### src/design/assert_macros.svh
// ----------------------------------------------------------------------------
// assert_macros.svh
// Assertion shorthands for the dual motor speed controller. Every module that
// uses them has a clock named clk and an active-low reset named rst_n.
// ----------------------------------------------------------------------------
`ifndef ASSERT_MACROS_SVH
`define ASSERT_MACROS_SVH

// Property that must hold at every clock edge outside reset
`define DMSP_ASSERT(lbl, prop, msg) \
    lbl: assert property (@(posedge clk) disable iff (!rst_n) (prop)) else $error(msg);

// Consequent that must hold in the cycle after the antecedent
`define DMSP_ASSERT_NEXT(lbl, ante, cons, msg) \
    lbl: assert property (@(posedge clk) disable iff (!rst_n) (ante) |=> (cons)) \
        else $error(msg);

`endif

### src/design/dmsp_pkg.sv
// ----------------------------------------------------------------------------
// dmsp_pkg
// Shared types, codes and helpers of the dual motor speed controller.
// ----------------------------------------------------------------------------
package dmsp_pkg;

    // APB address width: five registers at 4-byte spacing
    localparam int APB_ADDR_W = 5;

    // Integral step divides by 1/dt = 200, eight quotient bits per cycle
    localparam logic [8:0] DT_INV    = 9'd200;
    localparam int         DIV_BITS  = 8;
    localparam int         DIV_STEPS = 48 / DIV_BITS;
    localparam int         DIV_CNT_W = 3;

    // Register indexes (byte address / 4)
    typedef enum logic [2:0] {
        REG_GAIN_P     = 3'd0,
        REG_GAIN_I     = 3'd1,
        REG_GAIN_D     = 3'd2,
        REG_TARGET_ONE = 3'd3,
        REG_TARGET_TWO = 3'd4
    } reg_idx_t;

    // Configuration register contents
    typedef struct packed {
        logic signed [31:0] gain_p;
        logic signed [31:0] gain_i;
        logic signed [31:0] gain_d;
        logic signed [15:0] target_rpm_one;
        logic signed [15:0] target_rpm_two;
    } cfg_t;

    // Controller states
    typedef enum logic [3:0] {
        S_IDLE,
        S_RAW,
        S_SUM,
        S_MPREP,
        S_MLO,
        S_MHI,
        S_MFIN,
        S_FILT,
        S_ERR,
        S_DINIT,
        S_DIV,
        S_INTEG,
        S_CMD,
        S_DRV,
        S_DONE
    } ctrl_state_t;

    // Operand pair of the shared multiplier
    typedef enum logic [2:0] {
        MUL_FILT,
        MUL_SUM,
        MUL_P,
        MUL_I,
        MUL_D
    } mul_sel_t;

    // Accumulator action
    typedef enum logic [1:0] {
        ACC_HOLD,
        ACC_LOAD,
        ACC_ADD
    } acc_op_t;

    // Multiplier phase strobes
    typedef struct packed {
        logic prep;
        logic lo;
        logic hi;
        logic fin;
    } mul_ctl_t;

    // Controller to datapath command word
    typedef struct packed {
        logic     start;
        logic     motor;
        logic     raw_ld;
        logic     sum_ld;
        mul_ctl_t mul;
        mul_sel_t mul_sel;
        acc_op_t  acc_op;
        logic     filt_ld;
        logic     err_ld;
        logic     div_init;
        logic     div_step;
        logic     integ_ld;
        logic     drv_ld;
        logic     out_load;
    } dp_cmd_t;

    // Saturate a signed value to 48 bits
    function automatic logic signed [47:0] sat48(input logic signed [63:0] v);
        logic fits;
        fits = (v[63:47] == {17{v[47]}});
        if (fits)
            return v[47:0];
        else if (v[63])
            return 48'sh8000_0000_0000;
        else
            return 48'sh7FFF_FFFF_FFFF;
    endfunction

endpackage

### src/design/dmsp_regs.sv
// ----------------------------------------------------------------------------
// dmsp_regs
// APB register block: PID gains and per-motor target speeds.
// ----------------------------------------------------------------------------
module dmsp_regs (
    input  logic                                clk,
    input  logic                                rst_n,
    input  logic                                psel,
    input  logic                                penable,
    input  logic                                pwrite,
    input  logic [dmsp_pkg::APB_ADDR_W-1:0]     paddr,
    input  logic [31:0]                         pwdata,
    output logic [31:0]                         prdata,
    output logic                                pready,
    output dmsp_pkg::cfg_t                      cfg
);

    dmsp_pkg::cfg_t      cfg_reg;
    dmsp_pkg::reg_idx_t  idx;
    logic                wr_en;

    assign pready = 1'b1;
    assign idx    = dmsp_pkg::reg_idx_t'(paddr[dmsp_pkg::APB_ADDR_W-1:2]);
    assign wr_en  = psel && penable && pwrite && pready;
    assign cfg    = cfg_reg;

    // Register writes
    always_ff @(posedge clk or negedge rst_n)
    begin
        if (!rst_n)
        begin
            cfg_reg <= '0;
        end
        else if (wr_en)
        begin
            case (idx)
                dmsp_pkg::REG_GAIN_P:     cfg_reg.gain_p         <= pwdata;
                dmsp_pkg::REG_GAIN_I:     cfg_reg.gain_i         <= pwdata;
                dmsp_pkg::REG_GAIN_D:     cfg_reg.gain_d         <= pwdata;
                dmsp_pkg::REG_TARGET_ONE: cfg_reg.target_rpm_one <= pwdata[15:0];
                dmsp_pkg::REG_TARGET_TWO: cfg_reg.target_rpm_two <= pwdata[15:0];
                default:                  ;
            endcase
        end
    end

    // Read mux, targets sign extended
    always_comb
    begin
        case (idx)
            dmsp_pkg::REG_GAIN_P:     prdata = cfg_reg.gain_p;
            dmsp_pkg::REG_GAIN_I:     prdata = cfg_reg.gain_i;
            dmsp_pkg::REG_GAIN_D:     prdata = cfg_reg.gain_d;
            dmsp_pkg::REG_TARGET_ONE: prdata = {{16{cfg_reg.target_rpm_one[15]}},
                                                cfg_reg.target_rpm_one};
            dmsp_pkg::REG_TARGET_TWO: prdata = {{16{cfg_reg.target_rpm_two[15]}},
                                                cfg_reg.target_rpm_two};
            default:                  prdata = '0;
        endcase
    end

endmodule

### config.mk
export PLATFORM = sky130hd
export DESIGN_NAME = dmsp_regs
export DESIGN_NICKNAME = d
export VERILOG_FILES = /design/src/design/assert_macros.svh /design/src/design/dmsp_pkg.sv /design/src/design/dmsp_regs.sv
export SDC_FILE = /design/constraint.sdc
export NUM_CORES = 1
export LEC_CHECK = 0
export BUFFER_PORTS_ARGS = -buffer_cell sky130_fd_sc_hd__buf_4
export CAP_MARGIN = 5
export CORE_MARGIN = 5
export CORE_UTILIZATION = 55
export DETAILED_ROUTE_END_ITERATION = 10
export HOLD_SLACK_MARGIN = 0.12
export PLACE_DENSITY = 0.86
export SLEW_MARGIN = 20
export SYNTH_ARGS = -nofsm -noshare
export SYNTH_HDL_FRONTEND = slang
export SYNTH_SLANG_ARGS = --single-unit
export TNS_END_PERCENT = 1
### constraint.sdc
create_clock -name clk -period 4.3 [get_ports clk]
set_clock_uncertainty 0.1 [all_clocks]
set_input_delay 0.86 -clock clk [delete_from_list [all_inputs] [get_ports clk]]
set_output_delay 0.86 -clock clk [all_outputs]
set_load 0.01 [all_outputs]
======== Yosys cells after proc, flatten, opt, wreduce, memory -nomap -nowiden ========
Index checks and enable logic that the tools add are counted.
storage, ports and cells
  output and inout bits ................... 161
  bits of input ports ..................... 42
  register bits after elaboration ......... 128
operators by class
  multiplexer cells ....................... 1
  equal/unequal tests ..................... 4
  reduce and logical (&&, ||, !) cells .... 8
operator list
  operator              number
  $pmux W32 S5          1
  $reduce_and A2 Y1     5
  $eq A3 B2 Y1 const B  2
  $eq A3 B1 Y1 const B  1
  $eq A3 B3 Y1 const B  1
  $logic_not A3 Y1      1
  $logic_and A1 B1 Y1   2

======== Depth between registers and ports, before layout ========
  depth in word-level cells ............... 3
  mapped depth ............................ 6
  gate-level depth less buffers ........... 3

======== Least setup slack after synthesis ========
Ideal clock, no wire load.
  path kind ............................... input port to output port
  start ................................... input port paddr[2] (netlist name)
  end ..................................... output port prdata[15]
  required time ........................... 3.340 ns
  stages .................................. 6
  path slack .............................. 1.386 ns
  arrival ................................. 1.954 ns
  path buffers ............................ 3
  cell sequence ........................... buf_2 > buf_2 > buf_4 > mux2i_1 > o21a_1 > o21ai_0
between the ends
  cells in the longest elaborated chain, start to end .. 2
  elaborated cells between the ends (all ways) .. 6
  those cells by class .................... 4 x eq/ne; 1 x mux; 1 x reduce/logical
RTL lines
  item                                        line             text
  from (decl)                                 dmsp_regs.sv:11  input logic [dmsp_pkg::APB_ADDR_W-1:0] paddr,
  $eq A3 B3 Y1, or another cell as far along  dmsp_regs.sv:50  case (idx)
  $pmux W32 S5 (*)                            dmsp_regs.sv:50
  to (decl)                                   dmsp_regs.sv:13  output logic [31:0] prdata,
Every way passes the cells marked *; elsewhere a longest branch is shown, timed or not.

======== Final worst setup path ========
  start ................................... input port paddr[2] (netlist name)
  end ..................................... output port prdata[20]
Same word-level chain as after synthesis.

==> results.json <==
{
  "clockBufferDepth": 2,
  "ir_worst_vdd_mv": 0.302,
  "startpoint": "paddr[2]",
  "cts_resized": 0,
  "syn_nets": 495,
  "period_needed_ns": 3.53,
  "grt_pass1_vias": 5028,
  "synth_simple_gate_area_share_pct": 5.73,
  "ys_async_sr_fraction_pct": 100,
  "design.core.area_mm2": 0.0109,
  "p_int_w": 0.00304,
  "critPathSlowestCell": "buf_4",
  "largest_reg_flops": 128,
  "path_class": "in2out",
  "crit_family": "buffers and inverters",
  "htree_levels": 4,
  "cp.arrival_ns": 2.57,
  "clk_latency_ns": 0.52,
  "slew_viol_final": 0,
  "vias_per_cell": 5.84,
  "finalSetupViolCount": 0,
  "drt-total-wl_um": 17600,
  "num_vias": 4657,
  "r2r-start": "cfg[10]",
  "synthAdderAreaFrac_pct": 0,
  "num_antenna_cells": 0,
  "fin_nets": 686,
  "drive_gt1_share_pct": 59.1,
  "fin_crit_sh_pct": 82.2,
  "p_leak_nw": 4.09,
  "critPathRequiredTime_ns": 3.34,
  "cap_violations": 0,
  "overflow": 0,
  "holdWs_ns": 0.275,
  "clk_pin_slew_worst_paths_ns": 0.06,
  "synth_edf_count": 0,
  "first_pass_iters": 4,
  "syn_area_mm2": 0.00615,
  "avgRoutedWirePerCell_um": 22.0,
  "crit_path_end_kind": "primary output",
  "ys.flop_type": "dfrtp_1",
  "clkPwrFrac_pct": 34.1,
  "yosysWarnings": 0,
  "critical_path_buf_inv_count": 3,
  "synth_mux_area_share_pct": 30.7,
  "place_congestion": 0.793,
  "synthCells": 453,
  "grt_pass1_wl_um": 27400,
  "cts-root-buf": "clkbuf_8",
  "tightest_slew_ns": 0.997,
  "seqPwrFrac_pct": 38.9,
  "max_freq_mhz": 283,
  "post-route-util_pct": 76.6,
  "crit_chain": "buf_4 -> buf_4 -> mux2i_1 -> o21a_1 -> o21ai_0 -> buf_4",
  "cts_hold_buffers": 0,
  "synth_xor_area_share_pct": 0,
  "postSynthAreaPerCell_um2": 13.6,
  "grt_antenna_before_repair": 0,
  "grt_max_degree": 78,
  "worst_setup_path_start_kind": "input port",
  "dieArea_mm2": 0.0134,
  "critPathMaxFanout": 40,
  "die_h_um": 116,
  "postCtsSetupBuffers": 0,
  "hold_violations": 0,
  "first_iter_violations": 266,
  "status": "finished, final reports clean",
  "grt_util_all_layers_pct": 26.7,
  "synth_seq_area_share_pct": 52.1,
  "slowest_delay_ns": 0.49,
  "synth-seq-cells": 128,
  "clkSinkCount": 128,
  "remaining_drc_errors": 0,
  "setup_tns_ns": 0,
  "ant_nets": 0,
  "crit_top_cell": "buf_4",
  "ios": 203,
  "combPwrFrac_pct": 27.0,
  "dp_hpwl_um": 11600,
  "synth_top_family_by_area": "multiplexers",
  "p_switching_w": 0.00120,
  "areaGrowthSynthToFinish_pct": 35.6,
  "slew_headroom_pct": 33.5,
  "synth.distinct_cells": 28,
  "cts_tree": "built",
  "hp-class": "in2async",
  "rsz0062_at_grt": "false",
  "start_util_pct": 56.5,
  "numCtsBuffers": 17,
  "fp-row-count": 38,
  "p_sw_share_pct": 28.3,
  "die-width_um": 116,
  "portBuffers": 199,
  "synth_compound_area_share_pct": 8.17,
  "p_per_area_mw_per_mm2": 509
}
kinds of logic (layout without fill, tap and decap cells):
family | after synthesis | after routing
AOI/OAI and AO/OA | 80 | 80
buffers and inverters | 38 | 242
DFF | 128 | 128
muxes | 160 | 160
other | 1 | 1
and+or+nand+nor | 46 | 46
final timing paths:
kind                              end  slack [ns]  cells past startpoint
max                        prdata[20]        0.77                      6
max in group asynchronous     cfg[11]        3.06                      2
min                          cfg[121]        0.28                      1
max reg2reg                   cfg[10]        3.39                      1
min in group clk              cfg[23]        0.43                      1
min reg2reg                   cfg[23]        0.43                      1
per-layer routing:
| metal | share of wire, % | vias to the layer above | wire, um | global-route usage [%] |
|---|---|---|---|---|
| li1 | - | 2053 | - | - |
| met1 | 39 | 2355 | 6870 | 33.1 |
| met2 | 49 | 221 | 8630 | 44.0 |
| met3 | 10 | 28 | 1770 | 9.24 |
| met4 | 1.6 | 0 | 282 | 9.05 |
| met5 | 0 | - | 0 | 0 |
power by group through the flow:
stage	Combinational, W	Clock, W	Sequential (W)
2_1_floorplan	0.000436	0	0.00173
4_1_cts	0.00116	0.00147	0.00165
3_3_place_gp	0.00112	0	0.00164
5_1_grt	0.00123	0.00153	0.00168
3_5_place_dp	0.00115	0	0.00166
6_report	0.00115	0.00145	0.00165
Yosys cell counts (2+ instances only):
cell type | count | area (um2)
dfrtp_1 | 128 | 3200
mux2_2 | 112 | 1260
mux2_4 | 30 | 450
o21a_1 | 19 | 143
mux2i_1 | 18 | 180
nand3b_1 | 18 | 135
o21ai_0 | 17 | 85.1
buf_2 | 15 | 75.1
o22ai_1 | 15 | 93.8
a21oi_1 | 14 | 70.1
a22oi_1 | 14 | 105
nor3b_1 | 14 | 105
clkbuf_1 | 12 | 45.0
buf_1 | 4 | 15.0
buf_4 | 4 | 30.0
buf_6 | 3 | 33.8
and3_1 | 2 | 12.5
nand2_1 | 2 | 7.51
nor2b_1 | 2 | 12.5
nor3b_2 | 2 | 25.0
through the flow:
| stage | setup WS (ns) | area, um2 | instances | power [W] |
|---|---|---|---|---|
| floorplan | 1.39 | 6150 | 453 | 0.00216 |
| finish | 0.766 | 8340 | 797 | 0.00425 |
| global placement | 0.836 | 7730 | 765 | 0.00276 |
| CTS | 0.810 | 8340 | 797 | 0.00428 |
| detailed placement | 0.803 | 7730 | 765 | 0.00281 |
| global route | 0.623 | 8340 | 797 | 0.00444 |
layout make-up:
type	instances	area, um2
clock buffer	22	473
fill	706	2550
sequential	128	3200
tap	140	175
clock inverter	10	133
timing repair buffer	210	1590
multi-input combinational	287	2770
cell usage in the layout, fill, tap and decap left out, drive strengths merged:
cell type	synthesis	final
dfrtp	128	128
nand3b	18	18
nor2b	2	2
a22oi	14	14
nor3b	16	16
o21a	19	19
clkinvlp	0	3
a31oi	1	1
nor2	2	2
o21ai	17	17
or3	1	1
mux2i	18	18
and4b	1	1
conb	1	1
mux2	142	142
nand3	1	1
nand4b	1	1
clkinv	0	4
a21oi	14	14
clkbuf	12	22
and3	2	2
buf	26	210
bufinv	0	3
nand2	2	2
o22ai	15	15
(Power assumes the default switching activity.)
