### config.mk
export PLATFORM = sky130hd
export DESIGN_NAME = dmsp_ctrl
export DESIGN_NICKNAME = d
export VERILOG_FILES = /design/src/design/dmsp_pkg.sv /design/src/design/dmsp_ctrl.sv
export VERILOG_INCLUDE_DIRS = /design/src /design/src/design
export SDC_FILE = /design/constraint.sdc
export NUM_CORES = 1
export LEC_CHECK = 0
export BUFFER_PORTS_ARGS = -buffer_cell sky130_fd_sc_hd__buf_2
export CAP_MARGIN = 20
export CORE_AREA = 2 2 50 52
export CTS_CLUSTER_SIZE = 40
export DETAILED_ROUTE_END_ITERATION = 16
export DIE_AREA = 0 0 52 54
export PLACE_DENSITY = 0.84
export SLEW_MARGIN = 20
export SYNTH_ARGS = -nofsm -noshare
export SYNTH_HDL_FRONTEND = slang
export SYNTH_SLANG_ARGS = --single-unit
### constraint.sdc
create_clock -name clk -period 1.4 [get_ports clk]
set_clock_uncertainty 0.15 [all_clocks]
set_input_delay 0.28 -clock clk [delete_from_list [all_inputs] [get_ports clk]]
set_output_delay 0.28 -clock clk [all_outputs]
set_load 0.03 [all_outputs]
### src/design/assert_macros.svh
// ----------------------------------------------------------------------------
// assert_macros.svh
// Assertion shorthands for the dual motor speed controller. Every module that
// uses them has a clock named clk and an active-low reset named rst_n.
// ----------------------------------------------------------------------------
`ifndef ASSERT_MACROS_SVH
`define ASSERT_MACROS_SVH

// Property that must hold at every clock edge outside reset
`define DMSP_ASSERT(lbl, prop, msg) \
    lbl: assert property (@(posedge clk) disable iff (!rst_n) (prop)) else $error(msg);

// Consequent that must hold in the cycle after the antecedent
`define DMSP_ASSERT_NEXT(lbl, ante, cons, msg) \
    lbl: assert property (@(posedge clk) disable iff (!rst_n) (ante) |=> (cons)) \
        else $error(msg);

`endif

### src/design/dmsp_pkg.sv
// ----------------------------------------------------------------------------
// dmsp_pkg
// Shared types, codes and helpers of the dual motor speed controller.
// ----------------------------------------------------------------------------
package dmsp_pkg;

    // APB address width: five registers at 4-byte spacing
    localparam int APB_ADDR_W = 5;

    // Integral step divides by 1/dt = 200, eight quotient bits per cycle
    localparam logic [8:0] DT_INV    = 9'd200;
    localparam int         DIV_BITS  = 8;
    localparam int         DIV_STEPS = 48 / DIV_BITS;
    localparam int         DIV_CNT_W = 3;

    // Register indexes (byte address / 4)
    typedef enum logic [2:0] {
        REG_GAIN_P     = 3'd0,
        REG_GAIN_I     = 3'd1,
        REG_GAIN_D     = 3'd2,
        REG_TARGET_ONE = 3'd3,
        REG_TARGET_TWO = 3'd4
    } reg_idx_t;

    // Configuration register contents
    typedef struct packed {
        logic signed [31:0] gain_p;
        logic signed [31:0] gain_i;
        logic signed [31:0] gain_d;
        logic signed [15:0] target_rpm_one;
        logic signed [15:0] target_rpm_two;
    } cfg_t;

    // Controller states
    typedef enum logic [3:0] {
        S_IDLE,
        S_RAW,
        S_SUM,
        S_MPREP,
        S_MLO,
        S_MHI,
        S_MFIN,
        S_FILT,
        S_ERR,
        S_DINIT,
        S_DIV,
        S_INTEG,
        S_CMD,
        S_DRV,
        S_DONE
    } ctrl_state_t;

    // Operand pair of the shared multiplier
    typedef enum logic [2:0] {
        MUL_FILT,
        MUL_SUM,
        MUL_P,
        MUL_I,
        MUL_D
    } mul_sel_t;

    // Accumulator action
    typedef enum logic [1:0] {
        ACC_HOLD,
        ACC_LOAD,
        ACC_ADD
    } acc_op_t;

    // Multiplier phase strobes
    typedef struct packed {
        logic prep;
        logic lo;
        logic hi;
        logic fin;
    } mul_ctl_t;

    // Controller to datapath command word
    typedef struct packed {
        logic     start;
        logic     motor;
        logic     raw_ld;
        logic     sum_ld;
        mul_ctl_t mul;
        mul_sel_t mul_sel;
        acc_op_t  acc_op;
        logic     filt_ld;
        logic     err_ld;
        logic     div_init;
        logic     div_step;
        logic     integ_ld;
        logic     drv_ld;
        logic     out_load;
    } dp_cmd_t;

    // Saturate a signed value to 48 bits
    function automatic logic signed [47:0] sat48(input logic signed [63:0] v);
        logic fits;
        fits = (v[63:47] == {17{v[47]}});
        if (fits)
            return v[47:0];
        else if (v[63])
            return 48'sh8000_0000_0000;
        else
            return 48'sh7FFF_FFFF_FFFF;
    endfunction

endpackage

### src/design/dmsp_ctrl.sv
// ----------------------------------------------------------------------------
// dmsp_ctrl
// Sequencer: steps each motor through speed estimate, filter, error, integral
// divide and three PID products on the shared multiplier, then hands the word
// to the output register.
// ----------------------------------------------------------------------------
`include "assert_macros.svh"

module dmsp_ctrl #(
    parameter int MOTORS = 2
) (
    input  logic                clk,
    input  logic                rst_n,
    input  logic                s_tvalid,
    output logic                s_tready,
    output logic                m_tvalid,
    input  logic                m_tready,
    output dmsp_pkg::dp_cmd_t   cmd
);

    dmsp_pkg::ctrl_state_t          state_reg;
    dmsp_pkg::ctrl_state_t          state_next;
    logic                           motor_reg;
    logic                           motor_next;
    dmsp_pkg::mul_sel_t             mul_sel_reg;
    dmsp_pkg::mul_sel_t             mul_sel_next;
    logic [dmsp_pkg::DIV_CNT_W-1:0] div_cnt_reg;
    logic [dmsp_pkg::DIV_CNT_W-1:0] div_cnt_next;
    logic                           out_valid_reg;
    logic                           out_valid_next;

    // State registers
    always_ff @(posedge clk or negedge rst_n)
    begin
        if (!rst_n)
        begin
            state_reg     <= dmsp_pkg::S_IDLE;
            motor_reg     <= 1'b0;
            mul_sel_reg   <= dmsp_pkg::MUL_FILT;
            div_cnt_reg   <= '0;
            out_valid_reg <= 1'b0;
        end
        else
        begin
            state_reg     <= state_next;
            motor_reg     <= motor_next;
            mul_sel_reg   <= mul_sel_next;
            div_cnt_reg   <= div_cnt_next;
            out_valid_reg <= out_valid_next;
        end
    end

    // Next state and commands
    always_comb
    begin
        state_next   = state_reg;
        motor_next   = motor_reg;
        mul_sel_next = mul_sel_reg;
        div_cnt_next = div_cnt_reg;
        s_tready     = 1'b0;
        cmd          = '0;
        cmd.motor    = motor_reg;
        cmd.mul_sel  = mul_sel_reg;
        cmd.acc_op   = dmsp_pkg::ACC_HOLD;

        case (state_reg)
            dmsp_pkg::S_IDLE:
            begin
                s_tready = 1'b1;
                if (s_tvalid)
                begin
                    cmd.start  = 1'b1;
                    motor_next = 1'b0;
                    state_next = dmsp_pkg::S_RAW;
                end
            end
            dmsp_pkg::S_RAW:
            begin
                cmd.raw_ld = 1'b1;
                state_next = dmsp_pkg::S_SUM;
            end
            dmsp_pkg::S_SUM:
            begin
                cmd.sum_ld   = 1'b1;
                mul_sel_next = dmsp_pkg::MUL_FILT;
                state_next   = dmsp_pkg::S_MPREP;
            end
            dmsp_pkg::S_MPREP:
            begin
                cmd.mul.prep = 1'b1;
                // fold the previous product into the accumulator
                case (mul_sel_reg)
                    dmsp_pkg::MUL_SUM: cmd.acc_op = dmsp_pkg::ACC_LOAD;
                    dmsp_pkg::MUL_I:   cmd.acc_op = dmsp_pkg::ACC_LOAD;
                    dmsp_pkg::MUL_D:   cmd.acc_op = dmsp_pkg::ACC_ADD;
                    default:           cmd.acc_op = dmsp_pkg::ACC_HOLD;
                endcase
                state_next = dmsp_pkg::S_MLO;
            end
            dmsp_pkg::S_MLO:
            begin
                cmd.mul.lo = 1'b1;
                state_next = dmsp_pkg::S_MHI;
            end
            dmsp_pkg::S_MHI:
            begin
                cmd.mul.hi = 1'b1;
                state_next = dmsp_pkg::S_MFIN;
            end
            dmsp_pkg::S_MFIN:
            begin
                cmd.mul.fin = 1'b1;
                case (mul_sel_reg)
                    dmsp_pkg::MUL_FILT:
                    begin
                        mul_sel_next = dmsp_pkg::MUL_SUM;
                        state_next   = dmsp_pkg::S_MPREP;
                    end
                    dmsp_pkg::MUL_SUM:
                    begin
                        state_next = dmsp_pkg::S_FILT;
                    end
                    dmsp_pkg::MUL_P:
                    begin
                        mul_sel_next = dmsp_pkg::MUL_I;
                        state_next   = dmsp_pkg::S_MPREP;
                    end
                    dmsp_pkg::MUL_I:
                    begin
                        mul_sel_next = dmsp_pkg::MUL_D;
                        state_next   = dmsp_pkg::S_MPREP;
                    end
                    default:
                    begin
                        state_next = dmsp_pkg::S_CMD;
                    end
                endcase
            end
            dmsp_pkg::S_FILT:
            begin
                cmd.filt_ld = 1'b1;
                state_next  = dmsp_pkg::S_ERR;
            end
            dmsp_pkg::S_ERR:
            begin
                cmd.err_ld = 1'b1;
                state_next = dmsp_pkg::S_DINIT;
            end
            dmsp_pkg::S_DINIT:
            begin
                cmd.div_init = 1'b1;
                div_cnt_next = '0;
                state_next   = dmsp_pkg::S_DIV;
            end
            dmsp_pkg::S_DIV:
            begin
                cmd.div_step = 1'b1;
                if (div_cnt_reg == dmsp_pkg::DIV_CNT_W'(dmsp_pkg::DIV_STEPS - 1))
                    state_next = dmsp_pkg::S_INTEG;
                else
                    div_cnt_next = div_cnt_reg + dmsp_pkg::DIV_CNT_W'(1);
            end
            dmsp_pkg::S_INTEG:
            begin
                cmd.integ_ld = 1'b1;
                mul_sel_next = dmsp_pkg::MUL_P;
                state_next   = dmsp_pkg::S_MPREP;
            end
            dmsp_pkg::S_CMD:
            begin
                cmd.acc_op = dmsp_pkg::ACC_ADD;
                state_next = dmsp_pkg::S_DRV;
            end
            dmsp_pkg::S_DRV:
            begin
                cmd.drv_ld = 1'b1;
                if (!motor_reg && (MOTORS > 1))
                begin
                    motor_next = 1'b1;
                    state_next = dmsp_pkg::S_RAW;
                end
                else
                begin
                    state_next = dmsp_pkg::S_DONE;
                end
            end
            dmsp_pkg::S_DONE:
            begin
                // wait for the output register to free up
                if (!out_valid_reg || m_tready)
                begin
                    cmd.out_load = 1'b1;
                    state_next   = dmsp_pkg::S_IDLE;
                end
            end
            default:
            begin
                state_next = dmsp_pkg::S_IDLE;
            end
        endcase
    end

    // Output word valid
    always_comb
    begin
        if (cmd.out_load)
            out_valid_next = 1'b1;
        else if (m_tready)
            out_valid_next = 1'b0;
        else
            out_valid_next = out_valid_reg;
    end

    assign m_tvalid = out_valid_reg;

    `DMSP_ASSERT_NEXT(a_accept_starts_motor_one, s_tvalid && s_tready,
                      (state_reg == dmsp_pkg::S_RAW) && (motor_reg == 1'b0),
                      "accepted word did not start on motor one")
    `DMSP_ASSERT_NEXT(a_load_sets_valid, cmd.out_load, m_tvalid,
                      "result loaded without valid")
    `DMSP_ASSERT(a_div_cnt_range,
                 div_cnt_reg < dmsp_pkg::DIV_CNT_W'(dmsp_pkg::DIV_STEPS),
                 "divider step count overran")

endmodule

* Yosys cells after proc, flatten, opt, wreduce, memory -nomap -nowiden
Index checks and enable logic that the tools add are counted.
Word-level totals: register bits 12, bits in latches 0, memory bits (writable) 0, memory bits (read-only) 0, bits of input ports 4, output and inout bits 22, word-level logic and storage cells 78, memories 0
Operators by class: $add $sub $neg 1, $mul 0, divide/modulo/power cells 0, order comparisons 0, eq/ne operators 24, shifts and indexed selects 0, muxes and demuxes 33, bitwise gates (word level) 0, reduce and logical (&&, ||, !) cells 15
Operators with widths (count):
- case mux 4 bit (14 select lines) | 1
- == test 4 bit (second input constant) | 7
- two-way mux 1 bit | 20
- case mux 3 bit (3 select lines) | 2
- == test 4 x 3 -> 1 bit (second input constant) | 4
- two-way mux 4 bit | 4
- == test 4 x 2 -> 1 bit (second input constant) | 2
- != test 2 bit (second input constant) | 4
- case mux 2 bit (2 select lines) | 2
- case mux 4 bit (2 select lines) | 1
- == test 3 x 2 -> 1 bit (second input constant) | 2
- == test 3 bit (second input constant) | 2
- case mux 3 bit (2 select lines) | 1
- AND reduction 2 bit | 3
- nonzero test 2 bit | 3
- == test 4 x 1 -> 1 bit (second input constant) | 1
- zero test 4 bit | 1
- != test 4 bit (second input constant) | 1
- OR reduction 2 bit | 2
- adder 3 x 1 -> 3 bit (second input constant) | 1
- == test 3 x 1 -> 1 bit (second input constant) | 1
- zero test 3 bit | 1
- two-way mux 3 bit | 1
- AND reduction 3 bit | 1
- other kinds (5) | 5

* Depth between registers and ports, before layout
Gate-level depths: netlist of the first run.
word-level depth 5, gate-level depth with buffers 5, depth with buffers taken out 5

* Worst setup path after synthesis of the first run
OpenSTA, ideal clock, no wires.
kind flip-flop to output port, start reg state_reg[3], end out cmd[16] in the netlist's numbering, data arrival time 1.761 ns, required time 0.970 ns, slack -0.791 ns, stages on the path, launching flop included 4, buffers on the path 2, cells stage by stage dfrtp_1 -> buf_4 -> buf_2 -> nor4b_1
RTL lines:
- start, declared | line dmsp_ctrl.sv:21 | dmsp_pkg::ctrl_state_t state_reg;
- start signal, assigned | line dmsp_ctrl.sv:37 | state_reg <= dmsp_pkg::S_IDLE;
- start signal, assigned | line dmsp_ctrl.sv:45 | state_reg <= state_next;
- end, declared | line dmsp_ctrl.sv:18 | output dmsp_pkg::dp_cmd_t cmd

==> results of run 1 <==
==> layout make-up <==
class,instances,area share
Clock buffer,4,0.0174
Inverter,5,0.0126
Multi-Input combinational cell,86,0.391
Sequential cell,12,0.146
Tap cell,30,0.0180
Timing Repair Buffer,84,0.414
==> layer usage <==
layer,global-route usage,part of all wire
met5,0,0
met4,0.105,0.043
met1,0.443,0.39
met3,0.0444,0.050
met2,0.546,0.52
==> through the flow <==
step | std cells | util | setup TNS [ns] | setup WS [ns]
6_report | 221 | 0.899 | -11.08 | -0.545
5_1_grt | 221 | 0.899 | -12.03 | -0.595
4_1_cts | 206 | 0.807 | -8.63 | -0.490
3_5_place_dp | 186 | 0.619 | -5.68 | -0.341
3_3_place_gp | 186 | 0.619 | -4.62 | -0.259
2_1_floorplan | 117 | - | -2.74 | -0.410
==> worst max-delay path: cells and delay by family (launching register included) <==
family	cells	cell delay, ns
buffers and inverters	2	0.26
DFF	1	0.47
and+or+nand+nor	2	0.48
==> logic make-up after synthesis <==
family,count (synthesis),synth area share
buffers and inverters,19,0.110
adder cells (fa/ha/maj),2,0.0250
AND/OR/NAND/NOR,51,0.335
AO/OA/AOI/OAI,31,0.211
flip-flops,12,0.300
multiplexers,2,0.0200
==> cells in the final DEF, fill, tap and decap left out, drive strengths merged, types with 2 or more instances in the layout <==
cell type and count:
buf 82, dfrtp 12, nor2 9, o21ai 9, nand2 8, nand2b 7, a21oi 7, nor2b 6
nor3 5, inv 5, clkbuf 5, and4bb 3, nand3b 2, nor4 2, mux2i 2, nand4 2
o211ai 2, o21a 2, ha 2, and4b 2
==> power by group <==
group | leakage (nW) | switching, W | internal [W]
clock | 0.0210 | 0.000154 | 0.000158
combinational | 0.780 | 0.00232 | 0.00225
sequential | 0.148 | 0.000171 | 0.000500
total | 0.950 | 0.00265 | 0.00291
==> timing repair <==
action / CTS / global route
cloned: 2 / 0
endpoints found under the hold margin: 12 / 0
hold buffers: 1 / 0
setup buffers: 15 / 20
gates resized for setup: 80 / 38
pin swaps: 16 / 23
endpoints found under the setup margin: 33 / 33
==> worst paths after layout <==
path | startpoint | end | slack, ns | depth (start not counted)
worst max-delay path | state_reg[1] | cmd[19] | -0.54 | 4
worst min-delay path | m_tready | state_reg[2] | 0.19 | 4
worst max register to register | state_reg[1] | div_cnt_reg[0] | -0.33 | 7
worst min register to register | div_cnt_reg[1] | div_cnt_reg[1] | 0.46 | 2
max in group asynchronous | rst_n | state_reg[3] | 0.55 | 2
min in group asynchronous | rst_n | mul_sel_reg[2] | 0.27 | 2
==> summary.txt, run 1 <==
Final layout
  – Final-layout fill cell count: 97
  – Max reg flops: 4
  – Synthesis-to-finish area growth: 108%
  – Register area: slightly above 300 µm²
  – Design Area, Final: roughly 0.0021 mm²
  – Layout cells sized above 1: 0.691
  – Ant. Diodes: 0
  – Area of the multi-input gates: 816 µm²
  – Final #Nets: between 150 and 200

Placement
  – # port buffers: 25
  – Cell Area, Placed: about 0.0014 mm²
  – RePlAce Congestion: around 0.87
  – Detail Placement HPWL: 2.10 mm

STA
  – Min Tclk post-route: 1.94 ns
  – Fmax: around 0.51 GHz
  – RSZ-0062 raised after global routing: true
  – Final Hold Vio Count: 0
  – Setup WS post-layout: -0.545 ns
  – Slew HR: 0.805
  – Final period util: 1.39
  – Final Slew Violations: 0
  – Final setup violating endpoints: 32
  – Worst slew pin tran: 0.292 ns
  – Hold WS: 0.187 ns

Yosys
  – Post-synth cell types: 43
  – Synth warnings: 0
  – Top FF cell, synth: dfrtp_1
  – Synth top area share: 0.300
  – Mapped Cells: 117
  – Synthesized flop and latch total: 12
  – Post-synth top cells: dfrtp_1, buf_4, nor2_1
  – Sequential area share after synthesis: 0.300
  – EDFF count, synth: 0
  – Top post-synthesis cells by area: dfrtp_1, buf_4, nand2b_1, nor2b_1, a21oi_1
  – Mean cell area of the mapped netlist: 8.57 µm²
  – Most common cell in the netlist: dfrtp_1
  – Net Count, Synth: 123
  – Area leader, netlist: dfrtp_1
  – Post-synth ARST share: 1.00
  – Post-Syn Area: 0.00100 mm²

Routing
  – Vias: 1298
  – Post-DR vias/cell: between 5 and 6
  – DR iter-0 viols: 55
  – DRC violations left: 0
  – DR pass1 iterations: 4
  – Final WL: 5.11 mm
  – Routed Antenna Nets: 0
  – Drt wl/cell: 23.1 µm

Clock network
  – Skew-Pair Late Insertion Delay: 0.30 ns
  – Sink Count: 12
  – Worst-path clk slew: between 0.1 and 0.15 ns
  – CTS tree: done
  – H-tree depth: 1
  – Root buffer cell: clkbuf_4
  – Total CTS buffers: 3
  – Max clock buf depth: 2

Floorplanning
  – Core Area: 0.00232 mm²
  – Die height: 54 µm
  – Initial core utilization: 0.432
  – I/O pin cnt: 26
  – Row Count: 18
  – Die area: 0.00281 mm²
  – Die Wd: 52 µm

GRT
  – Largest net degree at the start of global routing: 13
  – Total Routing Usage GR: 0.329
  – Vias in the first global route: 1176
  – Global route overflow: 0
  – First-pass GRT wire length: 6.53 mm
  – Initial antenna violation count: 0

Setup path
  – Critical path fanouts, max: 5
  – Crit path top cell by count: buf_6
  – Crit path largest cell delay: 0.47 ns
  – CP startpoint kind: register
  – Critical path endpoint category: primary output
  – Worst Path Arrival: 1.51 ns
  – Worst path cell trace: buf_6, nor4_4, and2_4, buf_6
  – Slowest CP cell: dfrtp_2
  – Crit Path Category: reg2out
  – Worst path required time: 0.97 ns

Pwr
  – Leakage: 0.950 nW
  – PwrDens: 2670 mW/mm²
  – VDD IR-drop max: ~0.0021 V
  – Final Power: 0.00556 W

Outcome
  – Failing checks: negative setup slack
  – Status: finished, violations left

Worst hold path
  – Hold WC Path Type: in2reg

Job
  – Maxcap violations: 0
No activity file was read; power rests on OpenSTA's default activity.
==> run 2, diff against run 1 <==
RECOVER_POWER = 25   (was unset)
==> run 2 against run 1 <==
Effect of this change: the run still ends with negative setup slack left; cell count is the same; critical endpoint unchanged; critical path depth is the same; worst hold slack gained 0.0020 ns.
==> summary.txt, run 2 (synthesis gave the netlist of run 1 again) <==
Routing
  – Routed Antenna Nets: 0
  – DR iter-0 viols: 53
  – Drt wl/cell: 23.1 µm
  – DR pass1 iterations: 4
  – DRC violations left: 0
  – Final WL: 5.11 mm
  – Post-DR vias/cell: just under 6
  – Vias: 1307

Setup path
  – Setup crit end: cmd[19]
  – Crit path top cell by count: buf_6
  – Crit path from: state_reg[1]
  – Crit Path Category: reg2out
  – Worst Path Arrival: about 1.5 ns
  – Reg2Reg Launch Point: state_reg[1]
  – Stages on the worst setup path: 4
  – Critical path endpoint category: primary output
  – Critical path fanouts, max: 5
  – Crit path largest cell delay: between 0.4 and 0.5 ns
  – Cell family with most CP delay: simple AND/OR/NAND/NOR gates
  – R2R Setup Slk: -0.33 ns
  – RR Endpoint: div_cnt_reg[0]
  – CP bufs+invs: 2
  – Reg2Reg Depth: 7
  – Worst path required time: between 0.9 and 1 ns
  – Worst path cell trace: buf_6, nor4_4, and2_4, buf_6
  – Slowest CP cell: dfrtp_2
  – CP startpoint kind: register

Final layout
  – Layout cells sized above 1: 0.686
  – Finished Core Util: 0.898
  – Ant. Diodes: 0
  – Max reg flops: 4
  – Design Area, Final: 0.00208 mm²
  – Synthesis-to-finish area growth: 108%
  – Commonest non-fill, non-tap cells in the layout: buf_6, buf_4, dfrtp_1
  – Final-layout fill cell count: 97
  – Final #Nets: 198
  – Commonest non-fill, non-tap cell in the layout: buf_6

Floorplanning
  – Row Count: 18
  – I/O pin cnt: 26
  – Initial core utilization: 0.432
  – Die Wd: 52 µm
  – Die area: between 0.002 and 0.003 mm²
  – Core Area: 0.00232 mm²
  – Die height: 54 µm

STA
  – Final Slew Violations: 0
  – Final Hold Vio Count: 0
  – Slew HR: 0.534
  – Min Tclk post-route: ~1.9 ns
  – Final setup violating endpoints: 32
  – Final period util: 1.39
  – Setup WS post-layout: -0.549 ns
  – Fmax: 0.513 GHz
  – Worst slew pin tran: 0.699 ns
  – RSZ-0062 raised after global routing: true

Outcome
  – Failing checks: negative setup slack
  – Status: finished, violations left

Clock network
  – Root buffer cell: clkbuf_4
  – Worst-path clk slew: 0.11 ns
  – Max clock buf depth: 2
  – Sink Count: 12
  – H-tree depth: 1
  – Skew-Pair Late Insertion Delay: 0.30 ns
  – CTS tree: done
  – Total CTS buffers: 3

Placement
  – Detail Placement HPWL: around 2.1 mm
  – Dpl ws: -0.341 ns
  – RePlAce Congestion: roughly 0.87
  – # port buffers: 25
  – Cell Area, Placed: 0.00144 mm²

GRT
  – Largest net degree at the start of global routing: 13
  – Initial antenna violation count: 0
  – Total Routing Usage GR: 0.329
  – Global route overflow: 0
  – First-pass GRT wire length: 6.53 mm
  – Vias in the first global route: about 1200

Job
  – Maxcap violations: 0

Worst hold path
  – Hold WC Path Type: in2reg

Pwr
  – PwrDens: around 2700 mW/mm²
  – VDD IR-drop max: between 0.002 and 0.0025 V
  – Final Power: 0.00556 W
  – Leakage: 0.947 nW
[run 2: cell types whose count changed in the layout (fill, tap and decap cells not counted)]
cell | before | now
buf_2 | 6 | 5
clkbuf_1 | 0 | 1
[run 2: timing repair]
action / 4_1_cts / 5_1_grt
pin swaps: 16 / 23
hold endpoints to repair: 12 / 0
gates cloned: 2 / 0
resized for setup: 80 / 38
setup buffers: 15 / 20
hold buffers: 1 / 0
setup endpoints to repair: 33 / 33
[run 2: routing by layer]
layer	vias up	routed length [µm]	global-route usage
met5	-	0	0
met4	0	257	0.105
met3	25	311	0.0444
met2	75	2610	0.546
met1	642	1940	0.443
li1	565	-	-
[run 2: how the worst min path moves through the flow]
stage | start | endpoint | slack, ns | cells past startpoint
final | m_tready | state_reg[2] | 0.19 | 4
after global routing | m_tready | state_reg[2] | 0.22 | 4
after CTS | m_tready | state_reg[2] | 0.19 | 4
after detailed placement | rst_n | div_cnt_reg[1] | 0.03 | 1
after global placement | rst_n | div_cnt_reg[1] | 0.02 | 1
after floorplan | rst_n | div_cnt_reg[0] | -0.17 | 0
[run 2: stage by stage]
stage          TNS [ns]  instances  hold WS (ns)
2_1_floorplan     -2.74        117        -0.166
3_3_place_gp      -4.62        186        0.0229
3_5_place_dp      -5.68        186        0.0276
4_1_cts           -8.63        206         0.193
5_1_grt          -12.03        221         0.221
6_report         -11.03        221         0.189
[run 2: report_power, final]
group | internal [W] | total (W) | switching, W
sequential | 0.000500 | 0.000671 | 0.000172
combinational | 0.00225 | 0.00457 | 0.00232
clock | 0.000158 | 0.000312 | 0.000154
total | 0.00291 | 0.00556 | 0.00264
[run 2: area by class of cell]
class                           instances  area (µm²)  share of cell area
Timing Repair Buffer                   84         862               0.414
Multi-Input combinational cell         86         816               0.392
Clock buffer                            4        36.3              0.0174
Tap cell                               30        37.5              0.0180
Sequential cell                        12         305               0.147
Inverter                                5        26.3              0.0126
[run 2: worst reg2reg max path, cell delays in order, from the launching register on]
cell,delay [ns]
dfrtp_2,0.47
buf_4,0.16
buf_4,0.15
and4bb_4,0.22
buf_6,0.12
buf_6,0.11
nand2_4,0.06
mux2i_1,0.22
==> run 3, diff against run 2 <==
ABC_AREA = 1   (was unset)
CORE_AREA = 2 2 47 49   (was 2 2 50 52)
DIE_AREA = 0 0 49 51   (was 0 0 52 54)
PLACE_DENSITY = 0.82   (was 0.84)
==> run 3 against run 2 <==
Effect of this change: the flow still finishes with violations (negative setup slack); area after synthesis down 18%; setup slack improved by 0.17 ns; utilization decreased by 17 points; maximum frequency up 9.4%; critical endpoint is now cmd[7].
==> summary.txt, run 3 <==
Routing
  – DR iter-0 viols: 12
  – DR pass1 iterations: 4
  – DRC violations left: 0
  – Vias: 1023
  – Drt wl/cell: 14.5 µm
  – Routed Antenna Nets: 0
  – Final WL: 3.02 mm
  – Post-DR vias/cell: 4.92

Yosys
  – Mean cell area of the mapped netlist: 6.54 µm²
  – Post-Syn Area: 825 µm²
  – Sequential area share after synthesis: 0.364
  – EDFF count, synth: 0
  – Area leader, netlist: dfrtp_1
  – Synthesized flop and latch total: 12
  – Most common cell in the netlist: nand2_1
  – Post-synth top cells: nand2_1, inv_1, nor2_1
  – Top FF cell, synth: dfrtp_1
  – Top post-synthesis cells by area: dfrtp_1, nand2_1, inv_1, nor2_1, nand3_1
  – Mapped Cells: 126
  – Synth top area share: 0.364
  – Post-synth cell types: 19
  – Net Count, Synth: 132
  – Post-synth ARST share: 1.00
  – Synth warnings: 0

Final layout
  – Final #Nets: 187
  – Layout Cells excl Fill: 208
  – Synthesis-to-finish area growth: 82.9%
  – Commonest non-fill, non-tap cell in the layout: buf_4
  – Ant. Diodes: 0
  – Finished Core Util: 0.731
  – Max reg flops: 4
  – Layout cells sized above 1: 0.578
  – Commonest non-fill, non-tap cells in the layout: buf_4, buf_6, nand2_1

Clock network
  – Skew-Pair Late Insertion Delay: 0.28 ns
  – Root buffer cell: clkbuf_4
  – H-tree depth: 1
  – Worst-path clk slew: 0.08 ns
  – Sink Count: 12
  – CTS tree: done
  – Max clock buf depth: 2
  – Total CTS buffers: 3

Placement
  – RePlAce Congestion: 0.865
  – Dpl ws: -0.178 ns
  – Detail Placement HPWL: around 1.9 mm
  – Placed cell count: 198
  – # port buffers: 25

Setup path
  – Reg2Reg Launch Point: state_reg[1]
  – Critical path endpoint category: primary output
  – Critical path fanouts, max: 6
  – Worst path required time: 0.97 ns
  – Crit Path Category: reg2out
  – Worst Path Arrival: about 1.4 ns
  – Worst path cell trace: nand2_2, inv_2, nand2_4, nor3_4, buf_6
  – Slowest CP cell: dfrtp_2
  – Reg2Reg Depth: 7
  – CP startpoint kind: register
  – Crit path largest cell delay: 0.50 ns
  – Crit path from: state_reg[1]

Worst hold path
  – Hold path startpoint: m_tready
  – Cells on Worst Hold Path: 2
  – Hold WC Path Type: in2reg

GRT
  – Largest net degree at the start of global routing: 13
  – Initial antenna violation count: 0
  – First-pass GRT wire length: a little under 5 mm
  – Global route overflow: 0
  – Total Routing Usage GR: 0.257
  – Vias in the first global route: about 1100

Outcome
  – Failing checks: negative setup slack
  – Status: finished, violations left

Floorplanning
  – I/O pin cnt: 26
  – Die height: 51 µm
  – Initial core utilization: 0.400
  – Core Area: 0.00206 mm²
  – Die Wd: approximately 49 µm
  – Die area: 0.00250 mm²
  – Row Count: 17

STA
  – Worst slew pin tran: 0.672 ns
  – Final period util: 1.27
  – Final Hold Vio Count: 0
  – Setup WS post-layout: -0.381 ns
  – Fmax: approximately 0.56 GHz
  – Final Slew Violations: 0
  – Min Tclk post-route: 1.78 ns
  – Hold WS: 0.0286 ns
  – Final setup violating endpoints: 27
  – RSZ-0062 raised after global routing: true
  – Slew HR: 0.552

Pwr
  – Leakage: 0.790 nW
  – PwrDens: about 2200 mW/mm²
  – VDD IR-drop max: around 0.0016 V

Job
  – Maxcap violations: 0
run 3: cell types whose count changed after synthesis, moves of 3 or more:
cell,delta
nand2b_1,-7
buf_4,-6
buf_2,-4
nand3_1,+7
nand2_1,+25
nor2_2,+3
inv_1,+17
nor2_1,+12
nor2b_1,-6
a21oi_1,-4
run 3: logic make-up (layout without fill, tap and decap cells):
family / count (synthesis) / in the layout / synth area share
DFF: 12 / 12 / 0.364
buffers and inverters: 27 / 81 / 0.137
adders and majority gates: 2 / 2 / 0.0303
AOI/OAI and AO/OA: 15 / 15 / 0.100
and+or+nand+nor: 70 / 70 / 0.369
run 3: critical path: cells and delay by family (launching register included):
family                 cells  cell delay [ns]
flip-flops                 1             0.50
AND/OR/NAND/NOR            3             0.32
buffers and inverters      2             0.24
run 3: layout make-up:
class	count	area, µm²
Inverter	24	92.6
Timing Repair Buffer	53	475
Tap cell	28	35.0
Sequential cell	12	308
Clock buffer	4	26.3
Fill cell	152	556
Multi-Input combinational cell	87	571
run 3: what timing repair did:
item,CTS,global route
pin swaps,13,5
endpoints found under the hold margin,12,0
gates resized for setup,72,9
buffers inserted,5,3
hold buffers,1,0
endpoints found under the setup margin,28,29
run 3: final timing paths:
kind                                  end  slack (ns)
max in group asynchronous    state_reg[2]        0.23
setup reg to reg             state_reg[2]       -0.21
setup / recovery                   cmd[7]       -0.38
hold / removal                   m_tvalid        0.03
hold reg to reg            div_cnt_reg[2]        0.40
min in group asynchronous        m_tvalid        0.39
run 3: power breakdown:
part           leakage, nW  switching, W  total (W)  internal (W)
Sequential           0.152      0.000185   0.000653      0.000467
Combinational        0.623       0.00136    0.00236      0.000999
Clock               0.0150      0.000117   0.000228      0.000111
run 3: layer usage:
metal | wire length, µm | GRT usage
met5 | 0 | 0
met4 | 102 | 0.114
met3 | 124 | 0.0234
met2 | 1610 | 0.495
met1 | 1190 | 0.286
run 3: through the flow:
| step | setup TNS [ns] | cell area, µm² | total power, W |
|---|---|---|---|
| after floorplan | -0.435 | 891 | 0.00166 |
| after global placement | -0.825 | 1210 | 0.00228 |
| after detailed placement | -1.82 | 1210 | 0.00235 |
| after CTS | -6.04 | 1470 | 0.00307 |
| after global routing | -8.65 | 1510 | 0.00341 |
| final | -7.15 | 1510 | 0.00324 |
